--- src/design/clcd_pkg.sv ---
`timescale 1ns / 1ps
// ----------------------------------------------------------------------------
// clcd_pkg: shared types and constants for the character LCD byte former
// Command and register codes, sequencer states and LCD command constants.
// ----------------------------------------------------------------------------
package clcd_pkg;

  // request commands
  localparam logic [2:0] CMD_PUT_CHAR  = 3'd0;
  localparam logic [2:0] CMD_SET_POS   = 3'd1;
  localparam logic [2:0] CMD_CURSOR    = 3'd2;
  localparam logic [2:0] CMD_SCREEN    = 3'd3;
  localparam logic [2:0] CMD_BACKLIGHT = 3'd4;

  // configuration register indexes
  localparam logic [2:0] CFG_PANEL_KIND    = 3'd0;
  localparam logic [2:0] CFG_NEWLINE_PADS  = 3'd1;
  localparam logic [2:0] CFG_BACKLIGHT_BIT = 3'd2;
  localparam logic [2:0] CFG_ENABLE_BIT    = 3'd3;
  localparam logic [2:0] CFG_RS_BIT        = 3'd4;

  // special characters
  localparam logic [7:0] CHAR_HOME    = 8'h00;
  localparam logic [7:0] CHAR_NEWLINE = 8'h0A;
  localparam logic [7:0] CHAR_SPACE   = 8'h20;

  // LCD command bits
  localparam logic [7:0] LCD_SET_DDRAM  = 8'h80;
  localparam logic [6:0] DDRAM_ROW1     = 7'h40;
  localparam logic [7:0] DC_COMMAND     = 8'h08;
  localparam logic [7:0] DC_SCREEN_ON   = 8'h04;
  localparam logic [7:0] DC_CURSOR_ON   = 8'h02;
  localparam logic [7:0] DC_BLINK_ON    = 8'h01;
  localparam logic [7:0] DC_RESET       = 8'h08;

  // cursor settings
  localparam logic [1:0] SETTING_OFF   = 2'd0;
  localparam logic [1:0] SETTING_BLINK = 2'd2;

  // panel geometry
  localparam logic [4:0] COLS_NARROW = 5'd16;
  localparam logic [4:0] COLS_WIDE   = 5'd20;
  localparam logic [2:0] ROWS_NARROW = 3'd2;
  localparam logic [2:0] ROWS_WIDE   = 3'd4;

  // result classes
  localparam logic [2:0] COUNT_LCD       = 3'd4;
  localparam logic [2:0] COUNT_BACKLIGHT = 3'd1;
  localparam logic [1:0] WAIT_NONE       = 2'd0;
  localparam logic [1:0] WAIT_COMMAND    = 2'd2;

  typedef enum logic [1:0] {
    S_IDLE,
    S_DECODE,
    S_PAD,
    S_POS
  } state_t;

  // operand of the shared transfer former
  typedef struct packed {
    logic [7:0] value;
    logic       is_data;
  } xfer_req_t;

endpackage

--- src/design/clcd_ifs.sv ---
`timescale 1ns / 1ps
// ----------------------------------------------------------------------------
// clcd_ifs: channel interfaces of the character LCD byte former
// Request channel, result channel and configuration write channel.
// ----------------------------------------------------------------------------
interface clcd_req_if;
  logic       valid;
  logic       ready;
  logic [2:0] cmd;
  logic [7:0] char_code;
  logic [7:0] column_request;
  logic [7:0] row_request;
  logic [1:0] setting;

  modport source (output valid, cmd, char_code, column_request, row_request, setting,
                  input ready);
  modport sink   (input valid, cmd, char_code, column_request, row_request, setting,
                  output ready);
endinterface

interface clcd_res_if;
  logic       valid;
  logic       ready;
  logic [7:0] byte0;
  logic [7:0] byte1;
  logic [7:0] byte2;
  logic [7:0] byte3;
  logic [2:0] byte_count;
  logic [1:0] final_wait;
  logic       last;

  modport source (output valid, byte0, byte1, byte2, byte3, byte_count, final_wait, last,
                  input ready);
  modport sink   (input valid, byte0, byte1, byte2, byte3, byte_count, final_wait, last,
                  output ready);
endinterface

interface clcd_cfg_if;
  logic       valid;
  logic       ready;
  logic [2:0] index;
  logic [3:0] data;

  modport source (output valid, index, data, input ready);
  modport sink   (input valid, index, data, output ready);
endinterface

--- src/design/char_lcd_text_to_expander_bytes.sv ---
`timescale 1ns / 1ps
// ----------------------------------------------------------------------------
// char_lcd_text_to_expander_bytes: character LCD text to I2C expander bytes
// Tracks cursor, display control and backlight; forms 4-bit bus transfers.
// ----------------------------------------------------------------------------
// Sequence: a request is held and decoded; a plain character, mode or backlight
//   request loads its result from decode, while set position, home and newline
//   load theirs from the position state, a padded newline after its pad spaces.
// Flow: no new request is taken until the sequencer is back in idle; one transfer
//   former is shared by the sequencer and yields at most one result per cycle.
// Reset: synchronous; registers to their defaults, cursor home, backlight off.
// ----------------------------------------------------------------------------
module char_lcd_text_to_expander_bytes (
  input logic       clk,
  input logic       rst,
  clcd_req_if.sink  req,
  clcd_res_if.source res,
  clcd_cfg_if.sink  cfg
);
  import clcd_pkg::*;

  // sequencer
  state_t state, state_next;

  // held request
  logic [2:0] cmd_q;
  logic [7:0] char_q;
  logic [7:0] colreq_q;
  logic [7:0] rowreq_q;
  logic [1:0] setting_q;

  // configuration
  logic       panel_kind;
  logic       newline_pads_line;
  logic [3:0] backlight_bit;
  logic [3:0] enable_bit;
  logic [3:0] register_select_bit;

  // display state
  logic [4:0] cursor_column;
  logic [1:0] cursor_row;
  logic [7:0] display_control;
  logic       backlight_on;

  // position target, latched on decode
  logic [4:0] tgt_col, tgt_col_next;
  logic [1:0] tgt_row, tgt_row_next;

  // result register
  logic       res_valid;
  logic [7:0] res_b0, res_b1, res_b2, res_b3;
  logic [2:0] res_count;
  logic [1:0] res_wait;
  logic       res_last;

  // geometry and shared compare
  logic [4:0] cols;
  logic [2:0] rows;
  logic       out_free;
  logic       col_fits;
  logic [4:0] col_plus;
  logic       is_newline;
  logic       is_home;
  logic [2:0] row_plus;

  // control from the sequencer
  logic       emit;
  logic       emit_last;
  logic       bl_mode;
  logic       col_inc;
  logic       dc_we;
  logic       bl_we;
  logic       pos_we;
  logic [7:0] dc_new;
  xfer_req_t  xfer;
  logic [6:0] ddram_addr;

  // shared transfer former
  logic       bl_level;
  logic [7:0] en8, bl8, rs8;
  logic [7:0] hi_n, lo_n;
  logic [7:0] fb0, fb1, fb2, fb3;

  function automatic logic [7:0] with_bl(input logic [7:0] b, input logic on,
                                         input logic [7:0] mask);
    return on ? (b | mask) : (b & ~mask);
  endfunction

  assign cols       = panel_kind ? COLS_WIDE : COLS_NARROW;
  assign rows       = panel_kind ? ROWS_WIDE : ROWS_NARROW;
  assign out_free   = !res_valid || res.ready;
  assign col_fits   = cursor_column < cols;
  assign col_plus   = cursor_column + 5'd1;
  assign row_plus   = {1'b0, cursor_row} + 3'd1;
  assign is_newline = (char_q == CHAR_NEWLINE);
  assign is_home    = (char_q == CHAR_HOME);

  assign req.ready = (state == S_IDLE);
  assign cfg.ready = 1'b1;

  // configuration writes; indexes past the list are dropped
  always_ff @(posedge clk) begin
    if (rst) begin
      panel_kind          <= 1'b0;
      newline_pads_line   <= 1'b0;
      backlight_bit       <= 4'h8;
      enable_bit          <= 4'h4;
      register_select_bit <= 4'h1;
    end else if (cfg.valid) begin
      case (cfg.index)
        CFG_PANEL_KIND:    panel_kind          <= cfg.data[0];
        CFG_NEWLINE_PADS:  newline_pads_line   <= cfg.data[0];
        CFG_BACKLIGHT_BIT: backlight_bit       <= cfg.data;
        CFG_ENABLE_BIT:    enable_bit          <= cfg.data;
        CFG_RS_BIT:        register_select_bit <= cfg.data;
        default: ;
      endcase
    end
  end

  // hold the request while the sequencer works on it
  always_ff @(posedge clk) begin
    if (req.valid && req.ready) begin
      cmd_q     <= req.cmd;
      char_q    <= req.char_code;
      colreq_q  <= req.column_request;
      rowreq_q  <= req.row_request;
      setting_q <= req.setting;
    end
  end

  // next state
  always_comb begin
    state_next = state;
    case (state)
      S_IDLE: begin
        if (req.valid) state_next = S_DECODE;
      end
      S_DECODE: begin
        case (cmd_q)
          CMD_PUT_CHAR: begin
            if (is_newline) begin
              state_next = (newline_pads_line && col_fits) ? S_PAD : S_POS;
            end else if (is_home) begin
              state_next = S_POS;
            end else if (!col_fits || out_free) begin
              state_next = S_IDLE;
            end
          end
          CMD_SET_POS: state_next = S_POS;
          CMD_CURSOR, CMD_SCREEN, CMD_BACKLIGHT: begin
            if (out_free) state_next = S_IDLE;
          end
          default: state_next = S_IDLE;
        endcase
      end
      S_PAD: begin
        if (out_free && !(col_plus < cols)) state_next = S_POS;
      end
      S_POS: begin
        if (out_free) state_next = S_IDLE;
      end
      default: state_next = S_IDLE;
    endcase
  end

  // sequencer outputs: operand of the former, emit strobe, state updates
  always_comb begin
    emit         = 1'b0;
    emit_last    = 1'b1;
    bl_mode      = 1'b0;
    col_inc      = 1'b0;
    dc_we        = 1'b0;
    bl_we        = 1'b0;
    pos_we       = 1'b0;
    dc_new       = display_control | DC_COMMAND;
    xfer.value   = char_q;
    xfer.is_data = 1'b1;
    tgt_col_next = tgt_col;
    tgt_row_next = tgt_row;
    case (state)
      S_DECODE: begin
        case (cmd_q)
          CMD_PUT_CHAR: begin
            if (is_newline) begin
              tgt_col_next = '0;
              tgt_row_next = (row_plus < rows) ? row_plus[1:0] : 2'd0;
            end else if (is_home) begin
              tgt_col_next = '0;
              tgt_row_next = '0;
            end else if (col_fits) begin
              emit    = out_free;
              col_inc = out_free;
            end
          end
          CMD_SET_POS: begin
            // clamp to the panel's last column and row
            tgt_col_next = (colreq_q >= {3'b000, cols}) ? cols - 5'd1 : colreq_q[4:0];
            tgt_row_next = (rowreq_q >= {5'b00000, rows}) ? 2'(rows - 3'd1)
                                                          : rowreq_q[1:0];
          end
          CMD_CURSOR: begin
            dc_new = display_control | DC_COMMAND;
            dc_new = (setting_q != SETTING_OFF) ? (dc_new | DC_CURSOR_ON)
                                                : (dc_new & ~DC_CURSOR_ON);
            dc_new = (setting_q == SETTING_BLINK) ? (dc_new | DC_BLINK_ON)
                                                  : (dc_new & ~DC_BLINK_ON);
            xfer.value   = dc_new;
            xfer.is_data = 1'b0;
            emit         = out_free;
            dc_we        = out_free;
          end
          CMD_SCREEN: begin
            dc_new = display_control | DC_COMMAND;
            dc_new = (setting_q != SETTING_OFF) ? (dc_new | DC_SCREEN_ON)
                                                : (dc_new & ~DC_SCREEN_ON);
            xfer.value   = dc_new;
            xfer.is_data = 1'b0;
            emit         = out_free;
            dc_we        = out_free;
          end
          CMD_BACKLIGHT: begin
            bl_mode = 1'b1;
            emit    = out_free;
            bl_we   = out_free;
          end
          default: ;
        endcase
      end
      S_PAD: begin
        xfer.value   = CHAR_SPACE;
        xfer.is_data = 1'b1;
        emit         = out_free;
        emit_last    = 1'b0;
        col_inc      = out_free;
      end
      S_POS: begin
        xfer.value   = LCD_SET_DDRAM | {1'b0, ddram_addr};
        xfer.is_data = 1'b0;
        emit         = out_free;
        pos_we       = out_free;
      end
      default: ;
    endcase
  end

  // row base of the DDRAM map plus column
  always_comb begin
    case (tgt_row)
      2'd0:    ddram_addr = {2'b00, tgt_col};
      2'd1:    ddram_addr = DDRAM_ROW1 + {2'b00, tgt_col};
      2'd2:    ddram_addr = {2'b00, cols} + {2'b00, tgt_col};
      default: ddram_addr = DDRAM_ROW1 + {2'b00, cols} + {2'b00, tgt_col};
    endcase
  end

  // shared transfer former: nibble split, RS, enable strobe, backlight line
  assign bl_level = bl_mode ? (setting_q != SETTING_OFF) : backlight_on;
  assign en8  = {4'h0, enable_bit};
  assign bl8  = {4'h0, backlight_bit};
  assign rs8  = xfer.is_data ? {4'h0, register_select_bit} : 8'h00;
  assign hi_n = {xfer.value[7:4], 4'h0} | rs8;
  assign lo_n = {xfer.value[3:0], 4'h0} | rs8;
  assign fb0  = with_bl(hi_n | en8, bl_level, bl8);
  assign fb1  = with_bl((hi_n | en8) & ~en8, bl_level, bl8);
  assign fb2  = with_bl(lo_n | en8, bl_level, bl8);
  assign fb3  = with_bl((lo_n | en8) & ~en8, bl_level, bl8);

  // sequencer and display state
  always_ff @(posedge clk) begin
    if (rst) begin
      state           <= S_IDLE;
      cursor_column   <= '0;
      cursor_row      <= '0;
      display_control <= DC_RESET;
      backlight_on    <= 1'b0;
    end else begin
      state <= state_next;
      if (col_inc) cursor_column <= col_plus;
      if (pos_we) begin
        cursor_column <= tgt_col;
        cursor_row    <= tgt_row;
      end
      if (dc_we) display_control <= dc_new;
      if (bl_we) backlight_on <= (setting_q != SETTING_OFF);
    end
  end

  always_ff @(posedge clk) begin
    if (state == S_DECODE) begin
      tgt_col <= tgt_col_next;
      tgt_row <= tgt_row_next;
    end
  end

  // result register: load on emit, drop once taken
  always_ff @(posedge clk) begin
    if (rst) begin
      res_valid <= 1'b0;
    end else if (emit) begin
      res_valid <= 1'b1;
    end else if (res.ready) begin
      res_valid <= 1'b0;
    end
  end

  always_ff @(posedge clk) begin
    if (emit) begin
      res_last <= emit_last;
      if (bl_mode) begin
        res_b0    <= with_bl(8'h00, bl_level, bl8);
        res_b1    <= 8'h00;
        res_b2    <= 8'h00;
        res_b3    <= 8'h00;
        res_count <= COUNT_BACKLIGHT;
        res_wait  <= WAIT_NONE;
      end else begin
        res_b0    <= fb0;
        res_b1    <= fb1;
        res_b2    <= fb2;
        res_b3    <= fb3;
        res_count <= COUNT_LCD;
        res_wait  <= WAIT_COMMAND;
      end
    end
  end

  assign res.valid      = res_valid;
  assign res.byte0      = res_b0;
  assign res.byte1      = res_b1;
  assign res.byte2      = res_b2;
  assign res.byte3      = res_b3;
  assign res.byte_count = res_count;
  assign res.final_wait = res_wait;
  assign res.last       = res_last;

  // the cursor never runs past the widest panel
  a_col_range: assert property (@(posedge clk) disable iff (rst)
    cursor_column <= COLS_WIDE)
    else $error("cursor column out of range");

  // an accepted request is decoded in the next cycle
  a_decode: assert property (@(posedge clk) disable iff (rst)
    (req.valid && req.ready) |=> (state == S_DECODE))
    else $error("request not decoded");

  // only padding spaces are non-final, and they are full LCD transfers
  a_nonfinal: assert property (@(posedge clk) disable iff (rst)
    (res.valid && !res.last) |-> (res.byte_count == COUNT_LCD))
    else $error("non-final result is not an LCD transfer");

  // padding only runs while the cursor is still on the line
  a_pad: assert property (@(posedge clk) disable iff (rst)
    (state == S_PAD) |-> col_fits)
    else $error("padding past the last column");

endmodule

--- src/flat_wrapper.sv ---
// flat-port wrapper written by rule: the top's interface ports become plain ports
module char_lcd_text_to_expander_bytes_flat import clcd_pkg::*;
  (clk, rst, req_valid, req_cmd, req_char_code, req_column_request, req_row_request, req_setting, req_ready, res_valid, res_byte0, res_byte1, res_byte2, res_byte3, res_byte_count, res_final_wait, res_last, res_ready, cfg_valid, cfg_index, cfg_data, cfg_ready);
  clcd_req_if req_i ();
  clcd_res_if res_i ();
  clcd_cfg_if cfg_i ();
  input logic clk;
  input logic rst;
  input wire logic [$bits(req_i.valid)-1:0] req_valid;
  input wire logic [$bits(req_i.cmd)-1:0] req_cmd;
  input wire logic [$bits(req_i.char_code)-1:0] req_char_code;
  input wire logic [$bits(req_i.column_request)-1:0] req_column_request;
  input wire logic [$bits(req_i.row_request)-1:0] req_row_request;
  input wire logic [$bits(req_i.setting)-1:0] req_setting;
  output wire logic [$bits(req_i.ready)-1:0] req_ready;
  output wire logic [$bits(res_i.valid)-1:0] res_valid;
  output wire logic [$bits(res_i.byte0)-1:0] res_byte0;
  output wire logic [$bits(res_i.byte1)-1:0] res_byte1;
  output wire logic [$bits(res_i.byte2)-1:0] res_byte2;
  output wire logic [$bits(res_i.byte3)-1:0] res_byte3;
  output wire logic [$bits(res_i.byte_count)-1:0] res_byte_count;
  output wire logic [$bits(res_i.final_wait)-1:0] res_final_wait;
  output wire logic [$bits(res_i.last)-1:0] res_last;
  input wire logic [$bits(res_i.ready)-1:0] res_ready;
  input wire logic [$bits(cfg_i.valid)-1:0] cfg_valid;
  input wire logic [$bits(cfg_i.index)-1:0] cfg_index;
  input wire logic [$bits(cfg_i.data)-1:0] cfg_data;
  output wire logic [$bits(cfg_i.ready)-1:0] cfg_ready;
  assign req_i.valid = req_valid;
  assign req_i.cmd = req_cmd;
  assign req_i.char_code = req_char_code;
  assign req_i.column_request = req_column_request;
  assign req_i.row_request = req_row_request;
  assign req_i.setting = req_setting;
  assign req_ready = req_i.ready;
  assign res_valid = res_i.valid;
  assign res_byte0 = res_i.byte0;
  assign res_byte1 = res_i.byte1;
  assign res_byte2 = res_i.byte2;
  assign res_byte3 = res_i.byte3;
  assign res_byte_count = res_i.byte_count;
  assign res_final_wait = res_i.final_wait;
  assign res_last = res_i.last;
  assign res_i.ready = res_ready;
  assign cfg_i.valid = cfg_valid;
  assign cfg_i.index = cfg_index;
  assign cfg_i.data = cfg_data;
  assign cfg_ready = cfg_i.ready;
  char_lcd_text_to_expander_bytes u_core (.clk(clk), .rst(rst), .req(req_i), .res(res_i), .cfg(cfg_i));
endmodule
--- config.mk ---
export PLATFORM = sky130hd
export DESIGN_NAME = char_lcd_text_to_expander_bytes_flat
export DESIGN_NICKNAME = d
export VERILOG_FILES = /design/src/design/clcd_pkg.sv /design/src/design/clcd_ifs.sv /design/src/design/char_lcd_text_to_expander_bytes.sv /design/src/flat_wrapper.sv
export SDC_FILE = /design/constraint.sdc
export NUM_CORES = 1
export LEC_CHECK = 0
export ABC_AREA = 1
export BUFFER_PORTS_ARGS = -buffer_cell sky130_fd_sc_hd__buf_2
export CAP_MARGIN = 20
export CORE_ASPECT_RATIO = 1.25
export CORE_MARGIN = 5
export CORE_UTILIZATION = 55
export CTS_BUF_LIST = sky130_fd_sc_hd__clkbuf_8 sky130_fd_sc_hd__clkbuf_16
export CTS_CLUSTER_SIZE = 25
export DETAILED_ROUTE_END_ITERATION = 16
export GPL_ROUTABILITY_DRIVEN = 0
export PLACE_DENSITY = 0.82
export SETUP_SLACK_MARGIN = 0.3
export SLEW_MARGIN = 20
export SYNTH_ARGS = -nofsm -noshare
export SYNTH_HDL_FRONTEND = slang
export SYNTH_SLANG_ARGS = --single-unit
--- constraint.sdc ---
create_clock -name clk -period 2.2 [get_ports clk]
set_input_delay 0.22 -clock clk [delete_from_list [all_inputs] [get_ports clk]]
set_output_delay 0.22 -clock clk [all_outputs]
set_load 0.05 [all_outputs]
==> flow_summary.yaml <==
global_routing:
  grt_start_max_net_pins: 30
  antenna_found_initial: 0
  grt_pass1_vias: 3230
  grt_first_pass_wirelength_um: 14100
  grt_use_total_pct: 19.2
  overflow: 0
logic_synthesis:
  yosys_warnings: 0
  synth_cells: 471
  synthesis.area_um2: 4230
  ys_types: 39
  seq_area_frac_synth_pct: 55.1
  ys_ff_latch: 87
  syn_avg_cell_area_um2: 8.99
sta:
  fin_worst_skew_ns: 0.0135
  period_needed_ns: 1.77
  max_freq_ghz: 0.564
  finalSetupTns_ns: 0
  rsz0062_at_grt: "no"
  setup_viol: 0
  hold_viol_final: 0
  worstMarginPinSlew_ns: 0.581
  drv_slew: 0
  setup_slack_ns: 0.426
  finalCritPeriodShare_pct: 80.6
  max-slew-margin-rel_pct: 61.3
finish:
  antenna-diode-count: 0
  nFillCells: 601
  syn_to_final_growth_pct: 14.2
  drive_gt1_share_pct: 22.7
  final_area_um2: 4840
  final_nets: 598
  final_cells: 642
pwr:
  max-vdd-ir-drop_uv: 458
  p_per_area_nw_per_um2: 689
  leakage_nw: 2.11
clock_network:
  postCtsSetupRepairBufs: 0
  root_buffer: "clkbuf_8"
  cts-buffers-inserted: 9
  clk_pin_slew_ns: 0.09
  clock_latency_ns: 0.36
  cts_tree: "done"
  htreeDepth: 3
  numClockSinks: 87
  cts_max_path_buffers: 2
setup_path:
  critPathLaunchType: "flop"
  crit_required_ns: 2.27
  slowest_stage: "edfxtp_1"
  path_max_fanout: 6
  crit_path_max_incr_delay_ns: 0.47
  cp.arrival_ns: 1.84
  cp-end-kind: "flop"
  criticalPathCategory: "flop to flop"
  cp_common_cell: "nand2_1"
  crit_chain: "nor2_2, nand2_1, o21bai_4, o21bai_1, nand2_1, nand2_1, nand2_4, clkinvlp_4"
die:
  coreArea_um2: 7440
  die_x_um: 88.5
  die_y_um: 108
  fp-row-count: 35
  dieArea_um2: 9560
  initial_core_util_pct: 56.9
  io_pins: 82
detailed_routing:
  drt_first_pass_iters: 5
  drc: 0
  vias: 3423
  vias_per_cell: 5.33
  ant_nets: 0
  drt_iter0_drc: 225
  wl_met1_um: 3180
  routed-wl-met2_um: 4640
  wl_per_cell_um: 13.7
  wl_met3_um: 683
  routed_wl_um: 8790
  dr.max_layer_used: "met4"
placement:
  io_buffers: 78
  dpl.hpwl_um: 6650
  post-place-cells: 623
  placed_cell_area_um2: 4620
  dp_slack_ns: 0.240
status:
  status: "finished clean"
flow_run:
  maxCapViolations: 0
hold_path:
  hp-class: "input port to flop"
flip-flops by register name, indices dropped and copies added (netlist names), 2 cells and up:
name	count
u_core.res.byte1	4
u_core.state	2
u_core.colreq_q	8
u_core.res.byte0	4
u_core.display_control	3
u_core.tgt_row	2
u_core.cmd_q	3
u_core.res.byte2	4
u_core.rowreq_q	8
u_core.setting_q	2
u_core.register_select_bit	4
u_core.backlight_bit	4
u_core.char_q	8
u_core.res.byte3	8
u_core.cursor_column	5
u_core.enable_bit	4
u_core.tgt_col	5
u_core.cursor_row	2
layer usage:
layer / up-vias / GRT usage, %
met5: - / 0
met4: 0 / 10.8
met3: 30 / 3.58
met2: 138 / 34.7
met1: 1564 / 20.6
li1: 1691 / -
kinds of logic after synthesis:
group,share of synthesized area (%)
other cells,0.177
xor+xnor,0.207
simple gates,19.3
flops,55.1
buf+inv,9.72
fa+ha+maj,3.55
compound gates,12.0
repair_timing:
item / in CTS / in global routing
setup endpoints to repair: 23 / 33
hold buffers: 0 / 0
resized for setup: 1 / 10
cloned: 1 / 2
stage by stage:
step | total power, mW | util, % | hold WS, ns
after floorplan | 2.24 | - | 0.319
after global placement | 2.34 | 62.1 | 0.396
after detailed placement | 2.36 | 62.1 | 0.398
after CTS | 3.33 | 64.5 | 0.00856
after global routing | 3.48 | 65.0 | 0.00503
final | 3.33 | 65.0 | 0.0221
synth_stat cells:
library cell | instances | area, um^2
o21ai_2 | 2 | 17.5
inv_1 | 65 | 244
nand3b_2 | 1 | 11.3
buf_1 | 1 | 3.75
o21bai_1 | 2 | 15.0
nor3_2 | 1 | 10.0
xor2_1 | 1 | 8.76
nor4_1 | 1 | 6.26
nand2_1 | 90 | 338
o31ai_1 | 1 | 7.51
o21bai_4 | 1 | 18.8
nand3_1 | 22 | 110
ha_1 | 12 | 150
nand3_2 | 1 | 10.0
a31oi_1 | 5 | 31.3
o211ai_1 | 2 | 15.0
buf_6 | 1 | 11.3
edfxtp_1 | 59 | 1770
o32ai_1 | 1 | 8.76
buf_4 | 16 | 120
a22o_1 | 1 | 8.76
buf_2 | 2 | 10.0
conb_1 | 2 | 7.51
or2_2 | 1 | 6.26
nor3_1 | 5 | 25.0
a311oi_1 | 1 | 8.76
nor2_2 | 2 | 12.5
or2_1 | 1 | 6.26
nor2_1 | 53 | 199
inv_2 | 3 | 11.3
dfxtp_1 | 28 | 561
clkbuf_1 | 1 | 3.75
nand2_4 | 2 | 22.5
clkbuf_4 | 1 | 7.51
nand4_1 | 6 | 37.5
a21oi_1 | 39 | 195
nor2_4 | 2 | 22.5
o21ai_0 | 35 | 175
o21ai_1 | 1 | 5.00
critical path: cells and delay by family, from the launching register on:
kind / cells / cell delay [ns]
buf+inv: 1 / 0.16
compound gates: 2 / 0.32
flops: 1 / 0.47
simple gates: 5 / 0.53
report_power, final:
group	internal [mW]	switching, mW
Combinational	0.134	0.326
Sequential	1.84	0.0406
Clock	0.410	0.581
Total	2.38	0.947
layout make-up:
cell class	count	area [um^2]	share of cell area [%]
Clock inverter	7	47.5	0.983
Inverter	68	263	5.43
Timing Repair Buffer	81	413	8.54
Sequential cell	87	2340	48.4
Timing Repair inverter	3	22.5	0.466
Tap cell	92	115	2.38
Multi-Input combinational cell	295	1510	31.3
Clock buffer	9	124	2.56
final timing paths:
kind | cells past startpoint | end | slack (ns) | startpoint
setup / recovery | 8 | u_core.res.byte1[4] | 0.43 | u_core.cmd_q[1]
setup reg to reg | 8 | u_core.res.byte1[4] | 0.43 | u_core.cmd_q[1]
hold / removal | 1 | u_core.char_q[4] | 0.02 | req_char_code[4]
hold reg to reg | 2 | u_core.display_control[1] | 0.48 | u_core.display_control[1]
cells in the final DEF, fill, tap and decap left out, types with 3 or more instances in the layout:
| master | synthesis | final |
|---|---|---|
| nor2_1 | 53 | 52 |
| clkbuf_8 | 0 | 9 |
| nand4_1 | 6 | 6 |
| buf_2 | 2 | 78 |
| inv_1 | 65 | 64 |
| conb_1 | 2 | 3 |
| a21oi_1 | 39 | 38 |
| nor3_1 | 5 | 5 |
| edfxtp_1 | 59 | 59 |
| nand2_1 | 90 | 89 |
| inv_2 | 3 | 3 |
| ha_1 | 12 | 10 |
| nand2_4 | 2 | 3 |
| a31oi_1 | 5 | 5 |
| nor2_2 | 2 | 3 |
| dfxtp_1 | 28 | 25 |
| nand3_1 | 22 | 22 |
| o21ai_0 | 35 | 34 |
| buf_4 | 16 | 3 |
| clkinvlp_4 | 0 | 7 |
(Power assumes the default switching activity.)
